[src/hw/rtl/xcfr_pkg.sv]
// ----------------------------------------------------------------------------
// xcfr_pkg
// Types and constants shared by the framed byte receiver with XOR checksum.
// ----------------------------------------------------------------------------
package xcfr_pkg;

	localparam int unsigned ByteW = 8;
	localparam int unsigned CfgIdxW = 8;
	localparam int unsigned StatusW = 3;

	localparam logic [ByteW-1:0] START_BYTE = 8'h5C;
	localparam logic [ByteW-1:0] HDR_BYTE1  = 8'h00;
	localparam logic [ByteW-1:0] HDR_BYTE2  = 8'h20;
	localparam logic [ByteW-1:0] QUIRK_CALC = 8'h5C;
	localparam logic [ByteW-1:0] QUIRK_RECV = 8'hC5;
	localparam logic [ByteW-1:0] ACK_BYTE   = 8'h06;
	localparam logic [ByteW-1:0] NAK_BYTE   = 8'h15;

	// reset values of the configuration registers
	localparam logic [ByteW-1:0] MAX_FRAME_LEN_RST   = 8'd200;
	localparam logic [ByteW-1:0] FORWARD_CMD_RST     = 8'h68;
	localparam logic [ByteW-1:0] FORWARD_MIN_LEN_RST = 8'h50;
	localparam logic             CHECKSUM_QUIRK_RST  = 1'b1;

	// configuration register indexes
	localparam logic [CfgIdxW-1:0] REG_MAX_FRAME_LEN   = 8'd0;
	localparam logic [CfgIdxW-1:0] REG_FORWARD_CMD     = 8'd1;
	localparam logic [CfgIdxW-1:0] REG_FORWARD_MIN_LEN = 8'd2;
	localparam logic [CfgIdxW-1:0] REG_CHECKSUM_QUIRK  = 8'd3;

	typedef enum logic [StatusW-1:0] {
		ST_IGNORED  = 3'd0,
		ST_COLLECT  = 3'd1,
		ST_GOOD     = 3'd2,
		ST_CHKBAD   = 3'd3,
		ST_HDRBAD   = 3'd4,
		ST_OVERFLOW = 3'd5
	} status_t;

	typedef struct packed {
		logic [ByteW-1:0] max_frame_len;
		logic [ByteW-1:0] forward_cmd;
		logic [ByteW-1:0] forward_min_len;
		logic             checksum_quirk_en;
	} cfg_t;

	typedef struct packed {
		logic             in_frame;
		logic [ByteW-1:0] byte_count;
		logic [ByteW-1:0] second_byte;
		logic [ByteW-1:0] command_field;
		logic [ByteW-1:0] length_field;
		logic [ByteW-1:0] running_xor;
	} frm_state_t;

	typedef struct packed {
		logic [ByteW-1:0] byte_out;
		logic             frame_member;
		status_t          status;
		logic             reply_valid;
		logic [ByteW-1:0] reply_byte;
		logic             forward_frame;
	} result_t;

endpackage

[src/hw/rtl/xcfr_step.sv]
// ----------------------------------------------------------------------------
// xcfr_step
// Frame tracking logic for one received byte: next state and result item.
// ----------------------------------------------------------------------------
module xcfr_step (
	input  xcfr_pkg::cfg_t            cfg,
	input  xcfr_pkg::frm_state_t      cur,
	input  logic [xcfr_pkg::ByteW-1:0] byte_in,
	output xcfr_pkg::frm_state_t      nxt,
	output xcfr_pkg::result_t         res
);
	import xcfr_pkg::*;

	logic             starting;
	logic             active;
	logic [ByteW-1:0] idx;
	logic [ByteW-1:0] xor_eff;
	logic [ByteW:0]   n;
	logic [ByteW:0]   end_pos;
	logic             hdr_bad;
	logic             at_end;
	logic             sum_ok;

	always_comb begin
		starting = !cur.in_frame && (byte_in == START_BYTE);
		active   = cur.in_frame || starting;
		idx      = starting ? '0 : cur.byte_count;
		xor_eff  = starting ? '0 : cur.running_xor;
		n        = {1'b0, idx} + {{ByteW{1'b0}}, 1'b1};
		end_pos  = {1'b0, cur.length_field} + (ByteW+1)'(6);
		hdr_bad  = (n == (ByteW+1)'(3)) &&
			((cur.second_byte != HDR_BYTE1) || (byte_in != HDR_BYTE2));
		at_end   = (n >= (ByteW+1)'(6)) && (n == end_pos);
		// a computed 0x5C also takes a received 0xC5 when the quirk is on
		sum_ok   = (xor_eff == byte_in) ||
			(cfg.checksum_quirk_en && (xor_eff == QUIRK_CALC) && (byte_in == QUIRK_RECV));

		nxt = cur;
		nxt.in_frame    = active;
		nxt.byte_count  = idx;
		nxt.running_xor = xor_eff;

		res.byte_out      = byte_in;
		res.frame_member  = 1'b0;
		res.status        = ST_IGNORED;
		res.reply_valid   = 1'b0;
		res.reply_byte    = '0;
		res.forward_frame = 1'b0;

		if (active) begin
			if (n >= {1'b0, cfg.max_frame_len}) begin
				nxt.in_frame = 1'b0;
				res.status   = ST_OVERFLOW;
			end else begin
				nxt.byte_count   = n[ByteW-1:0];
				res.frame_member = 1'b1;
				res.status       = ST_COLLECT;
				if (idx == ByteW'(1)) nxt.second_byte   = byte_in;
				if (idx == ByteW'(3)) nxt.command_field = byte_in;
				if (idx == ByteW'(4)) nxt.length_field  = byte_in;
				priority if (hdr_bad) begin
					nxt.in_frame = 1'b0;
					res.status   = ST_HDRBAD;
				end else if (at_end) begin
					nxt.in_frame    = 1'b0;
					res.reply_valid = 1'b1;
					if (sum_ok) begin
						res.status        = ST_GOOD;
						res.reply_byte    = ACK_BYTE;
						res.forward_frame = (cur.command_field == cfg.forward_cmd) &&
							(cur.length_field >= cfg.forward_min_len);
					end else begin
						res.status     = ST_CHKBAD;
						res.reply_byte = NAK_BYTE;
					end
				end else begin
					nxt.running_xor = (idx >= ByteW'(2)) ? (xor_eff ^ byte_in) : xor_eff;
				end
			end
		end
	end

endmodule

[src/hw/rtl/xor_checksum_frame_receiver_core.sv]
// ----------------------------------------------------------------------------
// xor_checksum_frame_receiver_core
// Framed serial byte receiver with XOR checksum check, ACK/NAK reply and
// forward decision.
// ----------------------------------------------------------------------------
// Usage:
// - input channel (in_valid/in_ready, byte_in) takes one received byte per item
// - output channel (out_valid/out_ready) gives one result item per input item:
//   the byte passed through, frame membership, status, reply byte and the
//   forward flag
// - config channel (cfg_valid/cfg_ready, cfg_index, cfg_data) writes the four
//   registers; always ready, unknown indexes are dropped; write only while idle
// - each result is registered, valid in the cycle after its item is accepted
// - throughput: one item per cycle unless stalled; the frame state and result
//   register are updated in the same cycle from a short compare and XOR path
// - when the receiver stalls, the result register holds and in_ready drops
//   until the held result is taken (taking it frees room the same cycle)
// - reset clears the frame state and the output valid, and loads the register
//   defaults: max length 200, forward command 0x68, forward length 0x50,
//   checksum quirk on
// ----------------------------------------------------------------------------
module xor_checksum_frame_receiver_core (
	input  logic                         clk,
	input  logic                         arst_n,
	input  logic                         in_valid,
	output logic                         in_ready,
	input  logic [xcfr_pkg::ByteW-1:0]   byte_in,
	output logic                         out_valid,
	input  logic                         out_ready,
	output logic [xcfr_pkg::ByteW-1:0]   byte_out,
	output logic                         frame_member,
	output logic [xcfr_pkg::StatusW-1:0] status,
	output logic                         reply_valid,
	output logic [xcfr_pkg::ByteW-1:0]   reply_byte,
	output logic                         forward_frame,
	input  logic                         cfg_valid,
	output logic                         cfg_ready,
	input  logic [xcfr_pkg::CfgIdxW-1:0] cfg_index,
	input  logic [xcfr_pkg::ByteW-1:0]   cfg_data
);
	import xcfr_pkg::*;

	cfg_t       cfg_q;
	frm_state_t state_q;
	frm_state_t state_nxt;
	result_t    res_nxt;
	result_t    res_q;
	logic       out_valid_q;
	logic       in_fire;

	assign cfg_ready = 1'b1;
	assign in_ready  = !out_valid_q || out_ready;
	assign in_fire   = in_valid && in_ready;

	xcfr_step u_step (
		.cfg     (cfg_q),
		.cur     (state_q),
		.byte_in (byte_in),
		.nxt     (state_nxt),
		.res     (res_nxt)
	);

	always_ff @(posedge clk or negedge arst_n) begin
		if (!arst_n) begin
			cfg_q.max_frame_len     <= MAX_FRAME_LEN_RST;
			cfg_q.forward_cmd       <= FORWARD_CMD_RST;
			cfg_q.forward_min_len   <= FORWARD_MIN_LEN_RST;
			cfg_q.checksum_quirk_en <= CHECKSUM_QUIRK_RST;
		end else if (cfg_valid) begin
			unique case (cfg_index)
				REG_MAX_FRAME_LEN:   cfg_q.max_frame_len     <= cfg_data;
				REG_FORWARD_CMD:     cfg_q.forward_cmd       <= cfg_data;
				REG_FORWARD_MIN_LEN: cfg_q.forward_min_len   <= cfg_data;
				REG_CHECKSUM_QUIRK:  cfg_q.checksum_quirk_en <= cfg_data[0];
				default: ;
			endcase
		end
	end

	always_ff @(posedge clk or negedge arst_n) begin
		if (!arst_n) begin
			state_q     <= '0;
			out_valid_q <= 1'b0;
		end else begin
			if (in_fire) begin
				state_q <= state_nxt;
			end
			if (in_fire) begin
				out_valid_q <= 1'b1;
			end else if (out_ready) begin
				out_valid_q <= 1'b0;
			end
		end
	end

	// result payload, no reset needed
	always_ff @(posedge clk) begin
		if (in_fire) begin
			res_q <= res_nxt;
		end
	end

	assign out_valid     = out_valid_q;
	assign byte_out      = res_q.byte_out;
	assign frame_member  = res_q.frame_member;
	assign status        = res_q.status;
	assign reply_valid   = res_q.reply_valid;
	assign reply_byte    = res_q.reply_byte;
	assign forward_frame = res_q.forward_frame;

endmodule

[config.mk]
export PLATFORM = sky130hd
export DESIGN_NAME = xor_checksum_frame_receiver_core
export DESIGN_NICKNAME = d
export VERILOG_FILES = /design/src/hw/rtl/xcfr_pkg.sv /design/src/hw/rtl/xcfr_step.sv /design/src/hw/rtl/xor_checksum_frame_receiver_core.sv
export SDC_FILE = /design/constraint.sdc
export NUM_CORES = 1
export LEC_CHECK = 0
export BUFFER_PORTS_ARGS = -buffer_cell sky130_fd_sc_hd__clkbuf_2
export CAP_MARGIN = 20
export CORE_ASPECT_RATIO = 2
export CORE_MARGIN = 2
export CORE_UTILIZATION = 51
export CTS_CLUSTER_DIAMETER = 40
export DETAILED_ROUTE_END_ITERATION = 7
export GPL_ROUTABILITY_DRIVEN = 0
export GPL_TIMING_DRIVEN = 0
export PLACE_DENSITY = 0.71
export SKIP_LAST_GASP = 1
export SYNTH_ARGS = -nofsm -noshare
export SYNTH_HDL_FRONTEND = slang
export SYNTH_SLANG_ARGS = --single-unit
[constraint.sdc]
create_clock -name clk -period 4.55 [get_ports clk]
set_input_delay 0.91 -clock clk [delete_from_list [all_inputs] [get_ports clk]]
set_output_delay 0.91 -clock clk [all_outputs]
set_load 0.005 [all_outputs]
==> metrics.md, run 1 <==
| Metric | Value |
|---|---|
| FMAX | 223.0 MHz |
| Layout cell share with drive strength beyond 1 | 0.3510 |
| Top post-synthesis cells by count | dfrtp_1 (58), mux2_2 (44), nand2_1 (40) |
| CP arrival | 4730 ps |
| Top cell type's share of synthesized area | 0.3018 |
| Grt ovf | 0 |
| Die height | roughly 140 um |
| Largest net degree at the start of global routing | 54 |
| Initial antenna violation count | 0 |
| Slowest cell on the critical path | or4b_4 |
| Ranking of synthesized cells by area | dfrtp_1 (30%), mux2_2 (10%), edfxtp_1 (10%), dfstp_2 (4.9%), ha_1 (4.7%) |
| CP max stage delay | 580 ps |
| Global-route wire length before repair | 19.22 mm |
| Synth area leader | dfrtp_1 |
| Critical path cell sequence | clkbuf_2, buf_8, or4b_4, or3_4, buf_12, nand2_8, inv_4, ha_4, a21bo_2, a21oi_2, a311oi_2, a211o_1, a41o_4, a211oi_4, nor3b_4, buf_12, nor3_2, a311oi_1 |
| Gr usage total | 0.2440 |
| Final setup TNS | 0 ps |
| Clk slew on worst S/H paths | 60 ps |
| Vias post-DR | between 3000 and 4000 |
| Vias in the first global route | a little under 4000 |
| Clock sinks | between 80 and 90 |
| Drt first pass iters | 5 |
| Htree depth | 3 |
| Synth warn | 0 |
| Max-cap violations | 0 |
| # rows | 50 |
| Detailed placement HPWL | 8.889 mm |
| CP dominant cell by count | buf_12 |
| Count leader, synth | dfrtp_1 |
| Distinct cells, synth | 66 |
| Hold-fix buffers at CTS | 0 |
| Syn Inst Count | 462 |
| Ys async rst share | 0.8072 |
| Delay-heaviest family, CP | compound AO/OA/AOI/OAI gates |
| Drt drc | 0 |
| Worst R2R Setup Slack | 650 ps |
| Minimum clock period | 4485 ps |
| VDD IR max | 250.9 uV |
| I/O Pins | 54 |
| Final net count | 589 |
| Worst Setup End Kind | flip-flop |
| CTS Buffer Depth | 2 |
| Syn Std Cell Area | 4808 um2 |
| Diodes inserted | 0 |
| Hold WS | 464.2 ps |
| Avg Inst Size Synth | 10.41 um2 |
| Crit path max fanout | 8 |
| Hold Crit Class | input pin to asynchronous set/reset pin |
| Max Slew Vio Count | 0 |
| Drt wl/cell | 18.52 um |
| Period utilization | 0.9857 |
| GRT met3 Usage | 0.03693 |
| Area occupied by multi-input gates | 2626 um2 |
| Clk Latency, worst-skew pair | 350 ps |
| Drt first-iter violations | ~330 |
| WP buf/inv | 5 |
| Kind of critical path | input pin to flip-flop |
| Reg2reg start | state_q[32] |
| Critical R2R Capture | state_q[2] |
| Outcome | finished clean |
| M2 GR Usage | 0.4411 |
| Die X | 72.66 um |
| CP startpoint | byte_in[7] |
| Slew @ Worst Pin | 800.2 ps |
| Busiest grt layer | met2 |
| Worst path required time | 4800 ps |
| Slew HR | 0.4595 |
| FILL cells | 744 |
| Clock Tree Root | clkbuf_16 |
| PortBufs | 48 |
| Core Region | between 9000 and 10000 um2 |
| Final Core Density | 0.6424 |
| Post-synth EDFFs | 16 |
| M1 GR Usage | 0.2646 |
| LEAKAGE | 2.710 nW |
| Antenna-violating nets left | 0 |
| CP Launch Type | input pin |
| Setup violators final | 0 |
| Cts bufs inserted | 9 |
| Starting Density | 0.5193 |
| Final Hold Vio Count | 0 |
| Vias per std cell | 6.124 |
| R2r worst-path depth | 15 |
| Seq cells post-synth | 83 |
| Sequential share of the synthesized area | 0.4509 |
| Clock skew | 8.020 ps |
| Register area | 2168 um2 |
| Synth Flop Type | dfrtp_1 |
| TritonCTS clock tree | done |
| WL final | 12.06 mm |
| P per Cell Area | 349.6 nW/um2 |
| Area grow syn2layout | 23.71% |
| Die area | approximately 10000 um2 |
-- layout by cell type (no fill, tap or decap), types with 4 or more instances in the layout --
cell type | synthesis | routed
dfrtp_1 | 58 | 58
clkbuf_2 | 0 | 47
mux2_2 | 44 | 44
nand2_1 | 40 | 36
buf_4 | 8 | 29
o21ai_0 | 27 | 26
inv_1 | 27 | 24
nor2_1 | 21 | 21
edfxtp_1 | 16 | 16
ha_1 | 18 | 14
nand3_1 | 13 | 12
a21o_1 | 11 | 11
xnor2_1 | 11 | 11
xor2_1 | 11 | 10
a21oi_1 | 12 | 10
nor3_1 | 11 | 9
dfstp_2 | 9 | 9
clkbuf_16 | 0 | 9
nand4_1 | 8 | 8
clkbuf_1 | 12 | 7
nand2b_1 | 7 | 7
and3_1 | 6 | 6
nor4_1 | 6 | 6
nand3b_1 | 6 | 6
a31oi_1 | 5 | 5
conb_1 | 2 | 5
nand4b_1 | 4 | 4
nor2b_1 | 4 | 4
ha_4 | 0 | 4
-- cells by family (layout without fill, tap and decap cells) --
| group | Yosys count | after routing | synth area share |
|---|---|---|---|
| other cells | 2 | 5 | 0.001562 |
| compound gates | 94 | 94 | 0.1403 |
| mux | 45 | 45 | 0.1051 |
| fa+ha+maj | 18 | 18 | 0.04684 |
| buf+inv | 54 | 136 | 0.05126 |
| simple gates | 144 | 144 | 0.1639 |
| flops | 83 | 83 | 0.4509 |
| xor+xnor | 22 | 22 | 0.04007 |
-- final cells by class --
cell class                      count  area share
Clock buffer                        9     0.03786
Multi-Input combinational cell    328      0.4415
Clock inverter                      7     0.01094
Buffer                             23     0.03134
Timing Repair Buffer               70     0.07404
Inverter                           27     0.01788
Sequential cell                    83      0.3645
Tap cell                          104     0.02188
-- flip-flops by register name (all words and copies together) (netlist names), 2 cells and up --
register    count
status          2
reply_byte      3
state_q        41
cfg_q          25
byte_out        8
-- worst max-delay path by stage --
stage | endpoint | depth (start not counted)
after detailed placement | forward_frame | 17
final | state_q[2] | 18
after floorplan | state_q[7] | 19
after global routing | state_q[1] | 19
after CTS | state_q[2] | 19
after global placement | forward_frame | 17
-- worst register-to-register path: stages (launching register included) --
cell	delay, ps
dfrtp_1	320
buf_2	230
nand3_1	360
xor2_1	450
nor2_1	80
ha_1	300
a21bo_2	200
a21oi_2	180
a311oi_2	120
a211o_1	310
a41o_4	250
a211oi_4	230
nor3b_4	270
buf_12	160
nor3_2	60
a311oi_1	280
-- metrics by stage --
stage               power [mW]  cell area (um2)  std cells  setup slack [ps]
floorplan                1.191             4952        465            -33.73
global placement         1.307             5323        617             -1229
detailed placement       1.326             5353        618             -1210
CTS                      2.069             5846        646             5.600
global route             2.169             5948        651            -56.44
finish                   2.079             5948        651             64.93
-- what timing repair did --
action	CTS	global route
resized for setup	20	13
endpoints found under the hold margin	0	0
buffers inserted	14	7
pin swaps	9	9
endpoints found under the setup margin	48	35
-- where the power goes --
group	leakage (nW)	switching [mW]	internal [mW]
Sequential	1.01	0.0480	0.814
Combinational	1.56	0.280	0.225
Clock	0.141	0.327	0.384
Total	2.71	0.656	1.42
-- per-layer routing --
layer / share of wire / vias up
li1: - / 1832
met1: 0.36 / 1944
met2: 0.55 / 170
met3: 0.048 / 41
met4: 0.042 / 0
met5: 0 / -
No activity file was read; power rests on OpenSTA's default activity.
==> inputs of run 2 (changes only) <==
--- a/config.mk
+++ b/config.mk
@@ -14,7 +14,7 @@
 export DETAILED_ROUTE_END_ITERATION = 7
 export GPL_ROUTABILITY_DRIVEN = 0
 export GPL_TIMING_DRIVEN = 0
-export PLACE_DENSITY = 0.71
+export PLACE_DENSITY = 0.77
 export SKIP_LAST_GASP = 1
 export SYNTH_ARGS = -nofsm -noshare
 export SYNTH_HDL_FRONTEND = slang
==> metrics.md, run 2 (same netlist as run 1, synthesis figures left out) <==
| Metric | Value |
|---|---|
| Outcome | finished clean |
| Hold Path Stages | 1 |
| FMAX | 226.4 MHz |
| Largest net degree at the start of global routing | 68 |
| Register area | between 2000 and 2500 um2 |
| Htree depth | 3 |
| Clock power share | 0.346 |
| Global-route wire length before repair | 19.45 mm |
| Worst path required time | 4800 ps |
| Most flops, register | state_q |
| Final setup TNS | 0 ps |
| Placed cell count | 617 |
| Drt first-iter violations | 412 |
| Hold-fix buffers at CTS | 0 |
| Unrepaired setup endpoints after global routing | no |
| Initial antenna violation count | 0 |
| Detailed placement HPWL | 8.800 mm |
| Setup violators final | 0 |
| R2r worst-path depth | 15 |
| Worst Setup End Kind | flip-flop |
| Drt first pass iters | 8 |
| Commonest non-fill, non-tap cell in the layout | dfrtp_1 |
| Diodes inserted | 0 |
| Cts bufs inserted | 9 |
| CP dominant cell by count | a311oi_1 |
| Gr usage total | 0.2500 |
| P per Cell Area | 359.0 nW/um2 |
| Clock skew | 9.877 ps |
| PortBufs | 48 |
| Slowest cell on the critical path | or4b_4 |
| Clock Tree Root | clkbuf_16 |
| Antenna-violating nets left | 0 |
| Non-filler cells, final | 643 |
| Sw frac | 0.3081 |
| Vias in the first global route | 4036 |
| Die X | 72.66 um |
| I/O Pins | 54 |
| Kind of critical path | input pin to flip-flop |
| Vias per std cell | 6.151 |
| Layout cell share with drive strength beyond 1 | 0.3358 |
| Largest register FFs | 41 |
| Comb pwr share | 0.239 |
| Vias post-DR | 3955 |
| Drt wl/cell | 18.88 um |
| Core Region | around 9300 um2 |
| CP arrival | 4670 ps |
| Starting Density | 0.5193 |
| Max-cap violations | 0 |
| Cell internal pwr | 1.443 mW |
| Seq pwr share | 0.415 |
| Slew HR | 0.3945 |
| WL final | 12.14 mm |
| Slew @ Worst Pin | a little over 900 ps |
| Die area | between 10000 and 15000 um2 |
| VDD IR max | 236.6 uV |
| Final Hold Vio Count | 0 |
| Hold Crit Class | flip-flop to flip-flop |
| Max Slew Vio Count | 0 |
| FILL cells | 748 |
| Clock sinks | just over 80 |
| Die height | 141.3 um |
| Critical path cell sequence | clkbuf_2, buf_8, or4b_4, or3_4, nand2_4, inv_2, ha_1, a21bo_2, a21oi_2, a311oi_1, a211o_1, a41o_1, a211oi_2, nor3b_4, buf_12, nor3_2, a311oi_1 |
| Crit path max fanout | 9 |
| TritonCTS clock tree | done |
| Clk Latency, worst-skew pair | 350 ps |
| CTS Buffer Depth | 2 |
| Sw Pwr | between 600 and 700 uW |
| Period utilization | 0.9707 |
| Area grow syn2layout | 20.84% |
| Final net count | 581 |
| Most frequent cells in the layout | dfrtp_1 (58), clkbuf_2 (47), mux2_2 (44) |
| Clk slew on worst S/H paths | 70 ps |
| CP max stage delay | approximately 570 ps |
| Grt ovf | 0 |
| # rows | 50 |
| Area occupied by multi-input gates | 2581 um2 |
| CP Launch Type | input pin |
| Drt drc | 0 |
| LEAKAGE | 2.654 nW |
| Minimum clock period | 4417 ps |
-- run 2: power groups by stage --
stage,registers (mW),clock network (mW),logic (mW)
final,0.867,0.722,0.498
after global routing,0.872,0.762,0.545
after CTS,0.864,0.726,0.475
after detailed placement,0.876,0,0.448
after global placement,0.874,0,0.433
after floorplan,0.862,0,0.329
-- run 2: final cells by class --
type,count,share of cell area
Sequential cell,83,0.3732
Clock inverter,6,0.007752
Inverter,27,0.01830
Timing Repair Buffer,64,0.06460
Buffer,21,0.02649
Multi-Input combinational cell,328,0.4442
Clock buffer,10,0.04307
Tap cell,104,0.02239
-- run 2: critical path, delay by kind of cell --
family	cells	cell delay, ps
buffers and inverters	4	450
AO/OA/AOI/OAI	7	1540
adder cells (fa/ha/maj)	1	280
AND/OR/NAND/NOR	5	1460
-- run 2: through the flow --
stage / total power [mW] / hold slack, ps / worst slack, ps / instance area (um2) / util
floorplan: 1.191 / 479.4 / -33.73 / 4952 / -
global placement: 1.306 / 488.1 / -990.9 / 5323 / 0.5749
detailed placement: 1.324 / 496.6 / -1039 / 5325 / 0.5751
CTS: 2.065 / 511.5 / 51.81 / 5732 / 0.6191
global route: 2.178 / 533.8 / 44.67 / 5811 / 0.6276
finish: 2.086 / 510.7 / 133.5 / 5811 / 0.6276
-- run 2: worst paths after layout --
path / startpoint / endpoint / slack, ps
min in group asynchronous: arst_n / state_q[0] / 700
max in group asynchronous: arst_n / state_q[32] / 3240
hold / removal: state_q[28] / state_q[28] / 510
hold reg to reg: state_q[28] / state_q[28] / 510
setup reg to reg: state_q[32] / state_q[2] / 660
setup / recovery: byte_in[7] / state_q[2] / 130
-- run 2: layer usage --
| metal | vias to the layer above | track usage | wire length (um) |
|---|---|---|---|
| met5 | - | 0 | 0 |
| met4 | 0 | 0.1608 | 743 |
| met3 | 63 | 0.04403 | 553 |
| met2 | 185 | 0.4522 | 6583 |
| met1 | 1893 | 0.2529 | 4262 |
| li1 | 1814 | - | - |
-- run 2: timing repair --
item                                    in CTS  in global routing
pin swaps                                   11                  5
gates resized for setup                     14                  7
setup buffers                                9                  7
endpoints found under the setup margin      46                 40
